`src/rtl/rgbc3_pkg.sv`:
```
// ----------------------------------------------------------------------------
// rgbc3_pkg
// Shared types and constants of the RGB 3x3 convolution filter: pixel and
// product formats, request and register codes, and the divide-by-9 constants.
// ----------------------------------------------------------------------------
package rgbc3_pkg;

    // Frame geometry defaults
    localparam int DEF_MAX_WIDTH  = 1024;
    localparam int DEF_MAX_HEIGHT = 1024;
    localparam int DEF_SIZE       = 1024;
    localparam int MIN_SIZE       = 3;
    localparam int SIZE_W         = 11;

    // Window and coefficient format
    localparam int WIN    = 3;
    localparam int PIX_W  = 8;
    localparam int COEF_W = 8;
    localparam int KROW_W = WIN * COEF_W;
    localparam logic [KROW_W-1:0] KERNEL_RESET = 24'h010101;

    // Configuration port
    localparam int CFG_W     = 24;
    localparam int CFG_IDX_W = 3;

    // Datapath widths: pixel x coefficient, row sum of three, sum of nine
    localparam int PROD_W = 16;
    localparam int ROW_W  = 18;
    localparam int SUM_W  = 20;
    localparam int MAG_W  = 19;

    // Divide by 9: q = (mag * RECIP) >> RECIP_SHIFT, exact for mag < 2^21
    localparam int RECIP_W     = 20;
    localparam logic [RECIP_W-1:0] RECIP = 20'd932068;
    localparam int RECIP_SHIFT = 23;
    localparam int MULT_W      = MAG_W + RECIP_W;

    // Register stages inside the reduction unit
    localparam int REDUCE_STAGES = 4;

    typedef struct packed {
        logic [PIX_W-1:0] blue;
        logic [PIX_W-1:0] green;
        logic [PIX_W-1:0] red;
    } rgb_t;

    typedef logic signed [PROD_W-1:0] prod_t;

    typedef struct packed {
        prod_t blue;
        prod_t green;
        prod_t red;
    } prod3_t;

    typedef enum logic {
        REQ_PIXEL = 1'b0,
        REQ_DRAIN = 1'b1
    } req_type_t;

    typedef enum logic [CFG_IDX_W-1:0] {
        CFG_IMAGE_WIDTH   = 3'd0,
        CFG_IMAGE_HEIGHT  = 3'd1,
        CFG_KERNEL_TOP    = 3'd2,
        CFG_KERNEL_MIDDLE = 3'd3,
        CFG_KERNEL_BOTTOM = 3'd4
    } cfg_index_t;

endpackage

```
`src/rtl/rgbc3_cell.sv`:
```
// ----------------------------------------------------------------------------
// rgbc3_cell
// One window cell: holds one RGB pixel, hands it to its left neighbor on a
// shift, and registers the pixel times its kernel coefficient per channel.
// ----------------------------------------------------------------------------
module rgbc3_cell import rgbc3_pkg::*; (
    input  logic                     aclk,
    input  logic                     aresetn,
    input  logic                     shift_en,
    input  logic                     prod_en,
    input  rgb_t                     pix_in,
    input  logic signed [COEF_W-1:0] coef,
    output rgb_t                     pix_out,
    output prod3_t                   prod
);

    rgb_t   pix_reg;
    prod3_t prod_reg;

    function automatic prod_t mul_coef(input logic [PIX_W-1:0] p,
                                       input logic signed [COEF_W-1:0] k);
        logic signed [PIX_W+COEF_W:0] full;
        full = $signed({1'b0, p}) * k;
        return full[PROD_W-1:0];
    endfunction

    // Shift the held pixel in from the right neighbor
    always_ff @(posedge aclk) begin
        if (!aresetn) begin
            pix_reg <= '0;
        end else if (shift_en) begin
            pix_reg <= pix_in;
        end
    end

    // Register the weighted channels
    always_ff @(posedge aclk) begin
        if (prod_en) begin
            prod_reg.red   <= mul_coef(pix_reg.red,   coef);
            prod_reg.green <= mul_coef(pix_reg.green, coef);
            prod_reg.blue  <= mul_coef(pix_reg.blue,  coef);
        end
    end

    assign pix_out = pix_reg;
    assign prod    = prod_reg;

endmodule

```
`config.mk`:
```
export PLATFORM = sky130hd
export DESIGN_NAME = rgbc3_cell
export DESIGN_NICKNAME = d
export VERILOG_FILES = /design/src/rtl/rgbc3_pkg.sv /design/src/rtl/rgbc3_cell.sv
export SDC_FILE = /design/constraint.sdc
export NUM_CORES = 1
export LEC_CHECK = 0
export BUFFER_PORTS_ARGS = -buffer_cell sky130_fd_sc_hd__buf_2
export CAP_MARGIN = 40
export CORE_MARGIN = 2
export CORE_UTILIZATION = 65
export DETAILED_ROUTE_END_ITERATION = 10
export PLACE_DENSITY = 0.88
export SETUP_SLACK_MARGIN = 0.3
export SYNTH_ARGS = -nofsm -noshare
export SYNTH_HDL_FRONTEND = slang
export SYNTH_SLANG_ARGS = --single-unit
```
`constraint.sdc`:
```
create_clock -name aclk -period 8.6 [get_ports aclk]
set_input_delay 1.72 -clock aclk [delete_from_list [all_inputs] [get_ports aclk]]
set_output_delay 1.72 -clock aclk [all_outputs]
set_load 0.02 [all_outputs]
```
# Word level (Yosys, flattened, before mapping)
# Index checks and enable logic that the tools add are counted.
[op_classes] n_mul=3
[ops] op="multiplier 9 x 8 -> 16 bit" n=3
[word_totals] register_bits=72 input_bits=36 word_cells=9

# Longest topological paths before layout
[logic_depth] ltp_word=1 depth_mapped=18

# Worst setup path before layout
# No wires, ideal clock.
[synth_timing] kind="input -> register" startpoint="input coef[7]" endpoint="register prod_reg, in the netlist prod[45] (data pin)" setup_ns=0.278 arrival_ns=5.503 t_required_ns=8.322 slack_ns=2.819 cell_stages=16 n_path_buf=2 cell_sequence="buf_2 -> clkinv_1 -> buf_1 -> fa_1 -> fa_1 -> inv_1 -> fa_1 -> inv_1 -> fa_1 -> inv_1 -> ha_1 -> and4_1 -> a21oi_1 -> a21boi_2 -> nor4_1 -> a311oi_1"
[synth_via] elab_chain_len=1
[synth_lines] element="start, declared" line="rgbc3_cell.sv:12" rtl="input logic signed [COEF_W-1:0] coef,"
[synth_lines] element="multiplier 9 x 8 -> 16 bit" line="rgbc3_cell.sv:23" rtl="full = $signed({1'b0, p}) * k;"
[synth_lines] element="end, declared" line="rgbc3_cell.sv:18" rtl="prod3_t prod_reg;"
# No other way between the ends.
# A chain may end at the register's enable or synchronous reset.

# Worst setup path after layout
[layout_timing] startpoint="input coef[7]" endpoint="register prod_reg, in the netlist prod[28] (data pin)"
# The elaborated chain is that of the path after synthesis.

==> flow_summary.yaml <==
status:
  status: "finished clean"
floorplanning:
  start_util: 0.669
  die-width_um: 121
  top_level_ports: 108
  die-area_um2: 14600
  core_um2: 13300
  num_rows: 42
  fp.dieH_um: 121
grt:
  grt_antenna_before_repair: 0
  use_met1: 0.346
  grt.busiest_layer: "met2"
  grt_max_degree: 30
  grt_pass1_wl_um: 31800
  global_route.overflow_total: 0
  grt_use_met2: 0.479
  grt_use_met3: 0.0465
  grt_use_total: 0.278
  grt_pass1_vias: 6806
flow_run:
  max_cap_violations: 0
critical_path:
  cp.arrival_ps: 6410
  rr_worst_depth: 13
  critPathBufInv: 4
  end_kind: "flip-flop"
  slowest_delay_ps: 580
  cp_cell_sequence: "buf_2 -> clkinv_1 -> nor2_1 -> fa_1 -> fa_1 -> fa_1 -> inv_1 -> fa_1 -> inv_1 -> ha_1 -> and2_1 -> a311oi_1 -> o21ai_1 -> a21oi_1 -> xnor2_1"
  worst-path-stages: 15
  crit_top_cell: "fa_1"
  startpoint_type: "input pin"
  crit_type: "in2reg"
  crit_fanout: 18
  crit_family: "adder cells"
  critical_path_required_ps: 8710
  crit_slowest_cell: "clkinv_1"
logic_synthesis:
  muxShareOfSynthArea: 0.0270
  synth_top_area_cell: "fa_1"
  synth_ff_type: "edfxtp_1"
  synth_fa_ha_area_frac: 0.419
  synth_fp_nets: 1162
  async_flop_share: 0
  synthXorXnorAreaFrac: 0.0315
  synth_compound_area_frac: 0.0550
  yosysSeqAreaShare: 0.216
  yosys.area_share.simple: 0.171
  synth_top_area_share: 0.250
  syn_inst: 895
  ys_ff_latch: 72
  yosysWarnings: 0
  synthTopCellsByArea: "fa_1 (25%), ha_1 (17%), edfxtp_1 (16%)"
  yosysUniqueCellTypes: 41
  synth_top_family_by_area: "adder cells"
  avgSynthCellArea_um2: 9.93
  syn-cell-area_um2: 8890
  synth_edf_count: 48
power_and_ir_drop:
  vdd_drop_max_uv: 119
  power_leakage_nw: 5.13
  power_density_nw_per_um2: 164
  total_power_mw: 1.62
route:
  drc: 0
  num_vias: 6575
  wl_per_cell_um: 16.5
  dr.pass1.iters: 5
  viasPerCell: 5.61
  routed_wl_um: 19300
  detail-route-antenna-nets: 0
  drtIter0Drc: 466
cts:
  cts_htree_levels: 3
  cts_made_buffers: 9
  cts_buffer_depth: 2
  post-cts-setup-buffers: 0
  ctsHoldBuffers: 0
  cts.root.buffer_cell: "clkbuf_16"
  clock_latency_ps: 360
  cts-resized-gates: 0
  cts_tree: "built"
  clock_sinks: 72
  path_clk_slew_ps: 60
timing:
  final.setup_skew_ps: 7.97
  max_slew_margin: 0.460
  setup_viol: 0
  finalHoldViolCount: 0
  layout_min_cycle_time_ps: 6300
  min_period_over_period: 0.733
  max_freq_mhz: 159
  drv_slew: 0
  fin_tns_setup_ps: 0
  rsz0062_at_grt: "false"
  worstMarginPinSlew_ps: 810
worst_hold_path:
  min_path_cells: 2
  hold_class: "reg2reg"
final_layout:
  multiInputGateArea_um2: 6260
  design_area_um2: 9870
  num-fill-cells: 927
  drive_above_1_share: 0.133
  layout.nets: 1258
  antennaDiodeCount: 0
  largest_reg_flops: 48
  regArea_um2: 1920
  syn2layout_area_growth_pct: 11.0
placed_design:
  placed_area_um2: 9570
  port_buffers: 107
  finalWeightedCongestion: 0.898
  hpwlAfterDp_um: 14300
[cell families after synthesis]
group | after synthesis
mux | 24
xor+xnor | 32
simple gates | 275
flops | 72
buf+inv | 188
fa+ha+maj | 231
compound gates | 73
[tightest hold or removal path, delay by kind of cell (launching register included)]
family           cells  cell delay [ps]
flip-flops           1              400
multiplexers         1              170
AND/OR/NAND/NOR      1               60
[per-stage QoR]
stage               instances  setup WS (ps)  hold slack, ps   util
floorplan                 895           2820             647      -
global placement         1155           2090             629  0.719
detailed placement       1156           1960             650  0.720
CTS                      1172           2320             660  0.742
global route             1172           1910             722  0.742
finish                   1172           2300             664  0.742
[cell usage in the layout, fill, tap and decap left out, types with 2 or more instances in the layout]
master	instances
a2111o_1	2
a211oi_1	2
a21boi_2	2
a21o_1	13
a21oi_1	26
a221oi_1	2
a311oi_1	4
and2_0	2
and2_1	131
and2b_1	2
and4_1	4
buf_2	107
clkbuf_16	10
dfxtp_1	24
edfxtp_1	48
fa_1	111
ha_1	120
inv_1	164
inv_4	3
mux2i_1	24
nand2_1	49
nand2b_1	8
nand3_1	10
nand4_1	5
nor2_1	27
nor2b_1	24
nor3_1	6
nor4_1	2
o211ai_1	2
o21a_1	3
o21ai_0	9
o21ai_2	2
o21bai_1	2
o31a_2	2
or2_2	2
or3_1	3
xnor2_1	24
xor2_1	8
[where the power goes]
part	internal, mW	switching (mW)	total (mW)
sequential	0.457	0.0325	0.489
combinational	0.300	0.443	0.742
clock	0.222	0.163	0.385
total	0.978	0.638	1.62
[Yosys cell counts (3+ instances only)]
library cell	number
inv_1	164
and2_1	131
ha_1	120
fa_1	111
nand2_1	49
edfxtp_1	48
nor2_1	27
a21oi_1	26
dfxtp_1	24
mux2i_1	24
nor2b_1	24
xnor2_1	24
clkbuf_1	18
a21o_1	13
nand3_1	10
o21ai_0	9
nand2b_1	8
xor2_1	8
nor3_1	6
nand4_1	5
a311oi_1	4
and4_1	4
buf_2	4
o21a_1	3
or3_1	3
[layout make-up]
type	count	share of cell area
Tap cell	176	0.0223
Clock buffer	11	0.0267
Multi-Input combinational cell	635	0.634
Timing Repair Buffer	108	0.0563
Sequential cell	72	0.195
Inverter	165	0.0628
Clock inverter	5	0.00330
[per-layer routing]
metal  vias up  share of wire  routed length [um]
met5         -              0                   0
met4         0          0.027                 526
met3        44          0.070                1360
met2       244           0.50                9630
met1      3242           0.40                7790
li1       3045              -                   -
[worst paths after layout]
check / startpoint / slack, ps / end
worst max-delay path: coef[7] / 2300 / prod[28]
worst min-delay path: pix_out[8] / 660 / pix_out[8]
worst max register to register: pix_out[9] / 4140 / prod[28]
worst min register to register: pix_out[8] / 660 / pix_out[8]
Power figures use the tool's default switching activity.
