===== src/rtl/rgbc3_pkg.sv =====
// ----------------------------------------------------------------------------
// rgbc3_pkg
// Shared types and constants of the RGB 3x3 convolution filter: pixel and
// product formats, request and register codes, and the divide-by-9 constants.
// ----------------------------------------------------------------------------
package rgbc3_pkg;

    // Frame geometry defaults
    localparam int DEF_MAX_WIDTH  = 1024;
    localparam int DEF_MAX_HEIGHT = 1024;
    localparam int DEF_SIZE       = 1024;
    localparam int MIN_SIZE       = 3;
    localparam int SIZE_W         = 11;

    // Window and coefficient format
    localparam int WIN    = 3;
    localparam int PIX_W  = 8;
    localparam int COEF_W = 8;
    localparam int KROW_W = WIN * COEF_W;
    localparam logic [KROW_W-1:0] KERNEL_RESET = 24'h010101;

    // Configuration port
    localparam int CFG_W     = 24;
    localparam int CFG_IDX_W = 3;

    // Datapath widths: pixel x coefficient, row sum of three, sum of nine
    localparam int PROD_W = 16;
    localparam int ROW_W  = 18;
    localparam int SUM_W  = 20;
    localparam int MAG_W  = 19;

    // Divide by 9: q = (mag * RECIP) >> RECIP_SHIFT, exact for mag < 2^21
    localparam int RECIP_W     = 20;
    localparam logic [RECIP_W-1:0] RECIP = 20'd932068;
    localparam int RECIP_SHIFT = 23;
    localparam int MULT_W      = MAG_W + RECIP_W;

    // Register stages inside the reduction unit
    localparam int REDUCE_STAGES = 4;

    typedef struct packed {
        logic [PIX_W-1:0] blue;
        logic [PIX_W-1:0] green;
        logic [PIX_W-1:0] red;
    } rgb_t;

    typedef logic signed [PROD_W-1:0] prod_t;

    typedef struct packed {
        prod_t blue;
        prod_t green;
        prod_t red;
    } prod3_t;

    typedef enum logic {
        REQ_PIXEL = 1'b0,
        REQ_DRAIN = 1'b1
    } req_type_t;

    typedef enum logic [CFG_IDX_W-1:0] {
        CFG_IMAGE_WIDTH   = 3'd0,
        CFG_IMAGE_HEIGHT  = 3'd1,
        CFG_KERNEL_TOP    = 3'd2,
        CFG_KERNEL_MIDDLE = 3'd3,
        CFG_KERNEL_BOTTOM = 3'd4
    } cfg_index_t;

endpackage


===== src/rtl/rgbc3_reduce.sv =====
// ----------------------------------------------------------------------------
// rgbc3_reduce
// Sums the nine weighted taps of one channel, divides by 9 truncating toward
// zero and gives the low 8 bits. Four register stages.
// ----------------------------------------------------------------------------
module rgbc3_reduce import rgbc3_pkg::*; (
    input  logic             aclk,
    input  logic             en,
    input  prod_t            prod [WIN][WIN],
    output logic [PIX_W-1:0] res
);

    typedef logic signed [ROW_W-1:0] row_t;
    typedef logic signed [SUM_W-1:0] sum_t;

    row_t               row_sum_reg  [WIN];
    row_t               row_sum_next [WIN];
    sum_t               total_reg;
    sum_t               total_next;
    logic [MAG_W-1:0]   mag_reg;
    logic               neg_reg;
    logic [MULT_W-1:0]  mult_reg;
    logic               neg_d_reg;
    logic [PIX_W-1:0]   quot;

    // Add the three taps of each kernel row
    always_comb begin
        for (int r = 0; r < WIN; r++) begin
            row_sum_next[r] = '0;
            for (int c = 0; c < WIN; c++) begin
                row_sum_next[r] = row_sum_next[r] + ROW_W'(prod[r][c]);
            end
        end
    end

    // Add the row sums
    always_comb begin
        total_next = '0;
        for (int r = 0; r < WIN; r++) begin
            total_next = total_next + SUM_W'(row_sum_reg[r]);
        end
    end

    // Advance: row sums, total, magnitude, reciprocal product
    always_ff @(posedge aclk) begin
        if (en) begin
            row_sum_reg <= row_sum_next;
            total_reg   <= total_next;
            neg_reg     <= total_reg[SUM_W-1];
            mag_reg     <= total_reg[SUM_W-1] ? MAG_W'(-total_reg) : MAG_W'(total_reg);
            neg_d_reg   <= neg_reg;
            mult_reg    <= MULT_W'(mag_reg) * MULT_W'(RECIP);
        end
    end

    // Restore the sign on the kept low byte of the quotient
    assign quot = mult_reg[RECIP_SHIFT +: PIX_W];
    assign res  = neg_d_reg ? (~quot + PIX_W'(1)) : quot;

endmodule


===== config.mk =====
export PLATFORM = sky130hd
export DESIGN_NAME = rgbc3_reduce
export DESIGN_NICKNAME = d
export VERILOG_FILES = /design/src/rtl/rgbc3_pkg.sv /design/src/rtl/rgbc3_reduce.sv
export SDC_FILE = /design/constraint.sdc
export NUM_CORES = 1
export LEC_CHECK = 0
export BUFFER_PORTS_ARGS = -buffer_cell sky130_fd_sc_hd__buf_2
export CAP_MARGIN = 20
export CORE_UTILIZATION = 35
export CTS_CLUSTER_DIAMETER = 60
export CTS_CLUSTER_SIZE = 30
export DETAILED_ROUTE_END_ITERATION = 8
export HOLD_SLACK_MARGIN = 0.1
export PLACE_DENSITY = 0.63
export SETUP_SLACK_MARGIN = 0.4
export SYNTH_ARGS = -nofsm -noshare
export SYNTH_HDL_FRONTEND = slang
export SYNTH_SLANG_ARGS = --single-unit

===== constraint.sdc =====
create_clock -name aclk -period 15.65 [get_ports aclk]
set_input_delay 3.13 -clock aclk [delete_from_list [all_inputs] [get_ports aclk]]
set_output_delay 3.13 -clock aclk [all_outputs]
set_load 0.02 [all_outputs]

## Yosys cells after proc, flatten, opt, wreduce, memory -nomap -nowiden

Cells that the tools add are included.

- Add/subtract/negate cells: 10
- Multiply operators: 1
- Div/mod/pow operators: 0
- Order comparisons: 0
- Equal/unequal tests: 0
- Shift operators: 0
- Muxes and demuxes: 2
- Bitwise logic cells: 1
- Reductions and logical operators: 0

Operators with widths:

| cell | count |
|---|---|
| $add A17 B16 Y18 | 3 |
| $add A16 B16 Y17 | 3 |
| $mul A19 B18 Y29 const B | 1 |
| $add A19 B18 Y20 | 1 |
| $add A18 B18 Y19 | 1 |
| $mux W19 | 1 |
| $neg A19 Y19 | 1 |
| $add A8 B1 Y8 const B | 1 |
| $mux W8 | 1 |
| $not A8 Y8 | 1 |

- Register bits: 124
- Latch bits: 0
- Memory bits (writable): 0
- Bits in read-only memories: 0
- Input bits: 146
- Output and inout bits: 8
- Memories kept: 0

## Longest topological paths before layout

- Word-level depth: 3
- Gate-level depth with buffers: 20
- Gate-level depth less buffers: 20

## Worst setup path before layout

Ideal clock, no wire load.

- Path kind: input -> register
- From: input port prod[97] (netlist name)
- To: register row_sum_reg[53] (netlist name) (data pin)
- Setup time: 256 ps
- Arrival: 5492 ps
- Data required time: 15394 ps
- Setup slack: 9902 ps
- Cell stages on the path: 11
- Buffers on the path: 0
- Path through: fa_1 ha_1 inv_1 fa_1 nor2b_1 o21ai_0 a21boi_0 o2111ai_1 a31oi_1 o21ai_0 a31o_2

RTL lines:

| element | RTL line | RTL |
|---|---|---|
| from (decl) | rgbc3_reduce.sv:9 | `input prod_t prod [WIN][WIN],` |
| to (signal assigned) | rgbc3_reduce.sv:47 | `row_sum_reg <= row_sum_next;` |
| to (decl) | rgbc3_reduce.sv:16 | `row_t row_sum_reg [WIN];` |

## Worst setup path in the final report

- From: register mag_reg[3]
- To: register mult_reg[30] (data pin)

- Longest elaborated chain between the ends: 1

RTL lines:

| element | RTL line | RTL |
|---|---|---|
| from (decl) | rgbc3_reduce.sv:20 | `logic [MAG_W-1:0] mag_reg;` |
| from (signal assigned) | rgbc3_reduce.sv:50 | `mag_reg <= total_reg[SUM_W-1] ? MAG_W'(-total_reg) : MAG_W'(total_reg);` |
| $mul A19 B18 Y29 | rgbc3_reduce.sv:52 | `mult_reg <= MULT_W'(mag_reg) * MULT_W'(RECIP);` |
| to (signal assigned) | rgbc3_reduce.sv:52 |  |
| to (decl) | rgbc3_reduce.sv:22 | `logic [MULT_W-1:0] mult_reg;` |

No other way between the ends.
A chain may end at the register's enable or synchronous reset.

==> parameters.txt <==
Parameter                              Value

Status
  Run status    finished clean

Setup path
  Type of the setup path with the least slack    flip-flop to flip-flop
  Worst reg2reg endpoint    mult_reg[30]
  Critical Path End Type    flip-flop
  Critical path startpoint category    flip-flop
  Source of the worst register-to-register timing path    mag_reg[3]
  Arr. time, crit path    6260 ps
  R2R Setup Slk    9490 ps
  Critical path capture point    mult_reg[30]
  Worst Setup SP    mag_reg[3]
  Critical-path maximum fanout    3
  Logic depth of the worst register-to-register path    18
  Crit path required time    15750 ps

Routing
  Post-detailed-route count of antenna-violating nets    0
  WL per Instance    approximately 14 microns
  Total number of vias    7784
  Drc violations    0
  Initial detailed-routing violation count    327
  Final wirelength    23500 microns
  Pre-antenna DRT Iters    7
  Vias/cell    4.66

Final layout
  NumNets Final    1691
  Count of antenna diodes in the layout    0
  Max reg flops    54
  Fraction of layout instances using a drive strength above 1    0.143
  Layout-stage area growth over the synthesis result    14.0%
  # fillers    3145

STA
  FMAX    162 MHz
  Count of endpoints failing setup in the final report    0
  Worst Max-Slew Pin Slew    815 ps
  Setup TNS    0 ps
  Slack of the critical path    approximately 9500 ps
  Minimum clock period    6160 ps
  Worst-case headroom to the max-slew limit    0.443
  Worst-case clock skew    between 10 and 15 ps
  Setup repair after global routing missed its margin    no
  Max-slew violation total from the final report    0
  Final worst path period share    0.394
  Hold violation count in the final report    0

Die
  Effective utilization at floorplan    0.358
  Floorplan die width    185 microns
  Io pins    154
  Area of the placeable core    between 30000 and 40000 sq um
  Die height    185 microns
  Standard-cell row count    66
  Die area    34300 sq um

Clock tree
  CTS root buffer    sky130_fd_sc_hd__clkbuf_16
  # Post-CTS Setup Buffers    0
  Hold-fix buffers at CTS    0
  Clock H-tree levels    3
  Clock tree from TritonCTS    yes
  Clock buffer depth    2
  Number of buffers added by the clock tree synthesis step    9
  Sinks on the clock net    103
  Clock latency at the later pin of the worst-skew pair    360 ps
  Post-cts resize count    0
  Clock-pin slew of the registers on the worst-case setup and hold paths    70 ps

Synth
  Post-synthesis register bit count    roughly 100
  Most frequently used flop master after synthesis    sky130_fd_sc_hd__edfxtp_1
  Mean Syn Cell Area    between 10 and 15 sq um
  Synth async-reset ratio    0
  Instance count of the mapped netlist    1062
  Sequential share of the synthesized area    0.263
  Synth warnings    0
  Syn nets    ~1500
  Mapped Area    11700 sq um
  Distinct cells, synth    ~50
  Number of enable-type register cells in the synthesized netlist    103

Min path
  Min-delay worst type    flip-flop to flip-flop

Place
  Worst slack at placement    9350 ps
  Detailed-placement wirelength estimate    20700 microns
  RD Place Congestion    0.894
  Number of port buffers    153

Global routing
  Maximum number of pins on one net before global-route repair    59
  Final global-route overflow total    0
  Number of antenna violations at the first check in global routing    0
  Overall track demand over capacity in global routing    0.148
  Number of global-route vias before repair    between 8000 and 9000
  First-pass GRT wire length    39400 microns

Job
  Max Cap Viol    0
-- worst min-delay path by stage --
stage,from,end,slack (ps),cells past startpoint
final,total_reg[0],mag_reg[0],520,0
after floorplan,neg_reg,neg_d_reg,400,0
after global routing,neg_reg,neg_d_reg,540,0
after CTS,neg_reg,neg_d_reg,520,0
after global placement,total_reg[0],mag_reg[0],490,0
after detailed placement,total_reg[0],mag_reg[0],490,0
-- routing by layer --
layer  track usage  vias to the layer above  wire (microns)
met5             0                        -               0
met2         0.268                      191           11900
li1              -                     3894               -
met3        0.0179                       22             697
met4        0.0364                        0             342
met1         0.185                     3677           10600
-- per-stage QoR --
step | utilization | cell area [sq um] | instances | hold slack [ps]
global route | 0.408 | 13400 | 1671 | 537
global placement | 0.399 | 13100 | 1655 | 487
floorplan | - | 11700 | 1062 | 400
finish | 0.408 | 13400 | 1671 | 515
detailed placement | 0.399 | 13100 | 1655 | 490
CTS | 0.408 | 13400 | 1671 | 521
-- cell usage after synthesis, types with 4 or more instances --
cell / number / share of area
sky130_fd_sc_hd__fa_1: 150 / 0.26
sky130_fd_sc_hd__or3_1: 6 / 0.0032
sky130_fd_sc_hd__a211oi_1: 4 / 0.0026
sky130_fd_sc_hd__nand3_1: 9 / 0.0038
sky130_fd_sc_hd__o31ai_1: 8 / 0.0051
sky130_fd_sc_hd__a21boi_0: 9 / 0.0058
sky130_fd_sc_hd__xor2_1: 14 / 0.010
sky130_fd_sc_hd__a31oi_1: 11 / 0.0059
sky130_fd_sc_hd__xnor2_1: 73 / 0.054
sky130_fd_sc_hd__nand2_1: 33 / 0.011
sky130_fd_sc_hd__nand2b_1: 8 / 0.0043
sky130_fd_sc_hd__nor3_1: 9 / 0.0038
sky130_fd_sc_hd__edfxtp_1: 103 / 0.26
sky130_fd_sc_hd__nor2b_1: 8 / 0.0043
sky130_fd_sc_hd__nor2_1: 45 / 0.014
sky130_fd_sc_hd__a21o_1: 21 / 0.013
sky130_fd_sc_hd__o21bai_1: 5 / 0.0032
sky130_fd_sc_hd__inv_1: 219 / 0.070
sky130_fd_sc_hd__o21ai_0: 42 / 0.018
sky130_fd_sc_hd__ha_1: 171 / 0.18
sky130_fd_sc_hd__o21a_1: 22 / 0.014
sky130_fd_sc_hd__a21oi_1: 45 / 0.019
-- cells in the final DEF, fill, tap and decap left out, types with 3 or more instances in the layout --
| master | synthesis | final |
|---|---|---|
| sky130_fd_sc_hd__o21a_1 | 22 | 22 |
| sky130_fd_sc_hd__or3_1 | 6 | 6 |
| sky130_fd_sc_hd__a21oi_1 | 45 | 45 |
| sky130_fd_sc_hd__buf_4 | 1 | 3 |
| sky130_fd_sc_hd__buf_2 | 0 | 152 |
| sky130_fd_sc_hd__nand4_1 | 3 | 3 |
| sky130_fd_sc_hd__a21boi_0 | 9 | 9 |
| sky130_fd_sc_hd__o21bai_1 | 5 | 5 |
| sky130_fd_sc_hd__xor2_1 | 14 | 14 |
| sky130_fd_sc_hd__nor2b_1 | 8 | 8 |
| sky130_fd_sc_hd__inv_1 | 219 | 219 |
| sky130_fd_sc_hd__o31ai_1 | 8 | 8 |
| sky130_fd_sc_hd__ha_1 | 171 | 171 |
| sky130_fd_sc_hd__o21ai_0 | 42 | 42 |
| sky130_fd_sc_hd__xnor2_1 | 73 | 73 |
| sky130_fd_sc_hd__a31o_2 | 3 | 3 |
| sky130_fd_sc_hd__o41ai_1 | 3 | 3 |
| sky130_fd_sc_hd__nor2_1 | 45 | 45 |
| sky130_fd_sc_hd__a211oi_1 | 4 | 4 |
| sky130_fd_sc_hd__edfxtp_1 | 103 | 103 |
| sky130_fd_sc_hd__clkinv_8 | 0 | 4 |
| sky130_fd_sc_hd__o211ai_1 | 3 | 3 |
| sky130_fd_sc_hd__clkbuf_16 | 0 | 9 |
| sky130_fd_sc_hd__fa_1 | 150 | 150 |
| sky130_fd_sc_hd__o31a_1 | 3 | 3 |
| sky130_fd_sc_hd__nand2_1 | 33 | 33 |
| sky130_fd_sc_hd__nand2b_1 | 8 | 8 |
| sky130_fd_sc_hd__a21o_1 | 21 | 21 |
| sky130_fd_sc_hd__a31oi_1 | 11 | 11 |
| sky130_fd_sc_hd__nand3_1 | 9 | 9 |
| sky130_fd_sc_hd__nor3_1 | 9 | 9 |
| sky130_fd_sc_hd__and3_1 | 3 | 3 |
-- worst max-delay path, stage by stage (launching register included) --
cell	delay, ps
sky130_fd_sc_hd__edfxtp_1	390
sky130_fd_sc_hd__inv_1	110
sky130_fd_sc_hd__fa_1	560
sky130_fd_sc_hd__inv_1	80
sky130_fd_sc_hd__ha_1	350
sky130_fd_sc_hd__fa_1	530
sky130_fd_sc_hd__fa_1	560
sky130_fd_sc_hd__inv_1	60
sky130_fd_sc_hd__fa_1	520
sky130_fd_sc_hd__inv_1	50
sky130_fd_sc_hd__fa_1	500
sky130_fd_sc_hd__ha_1	340
sky130_fd_sc_hd__nand2_1	100
sky130_fd_sc_hd__o311ai_0	380
sky130_fd_sc_hd__a21oi_1	140
sky130_fd_sc_hd__a2111oi_0	730
sky130_fd_sc_hd__nand3_1	190
sky130_fd_sc_hd__o21ai_0	240
sky130_fd_sc_hd__xnor2_1	80
-- cells by family after synthesis --
family	synth area share
fa+ha+maj	0.438
mux	0.000852
compound gates	0.111
flops	0.263
buf+inv	0.0716
xor+xnor	0.0649
simple gates	0.0511
-- cell type report --
| type | instances | area (sq um) | share of cell area |
|---|---|---|---|
| clock buffers | 9 | 225 | 0.0168 |
| clock inverters | 7 | 96.3 | 0.00720 |
| inverters | 219 | 822 | 0.0614 |
| multi-input cells | 736 | 7810 | 0.584 |
| flip-flops and latches | 103 | 3090 | 0.231 |
| well taps | 442 | 553 | 0.0413 |
| repair buffers | 155 | 783 | 0.0585 |
Power is left out: the tool's default activity adds up to more than one toggle a clock period on the data nets, which glitch-free logic cannot reach.
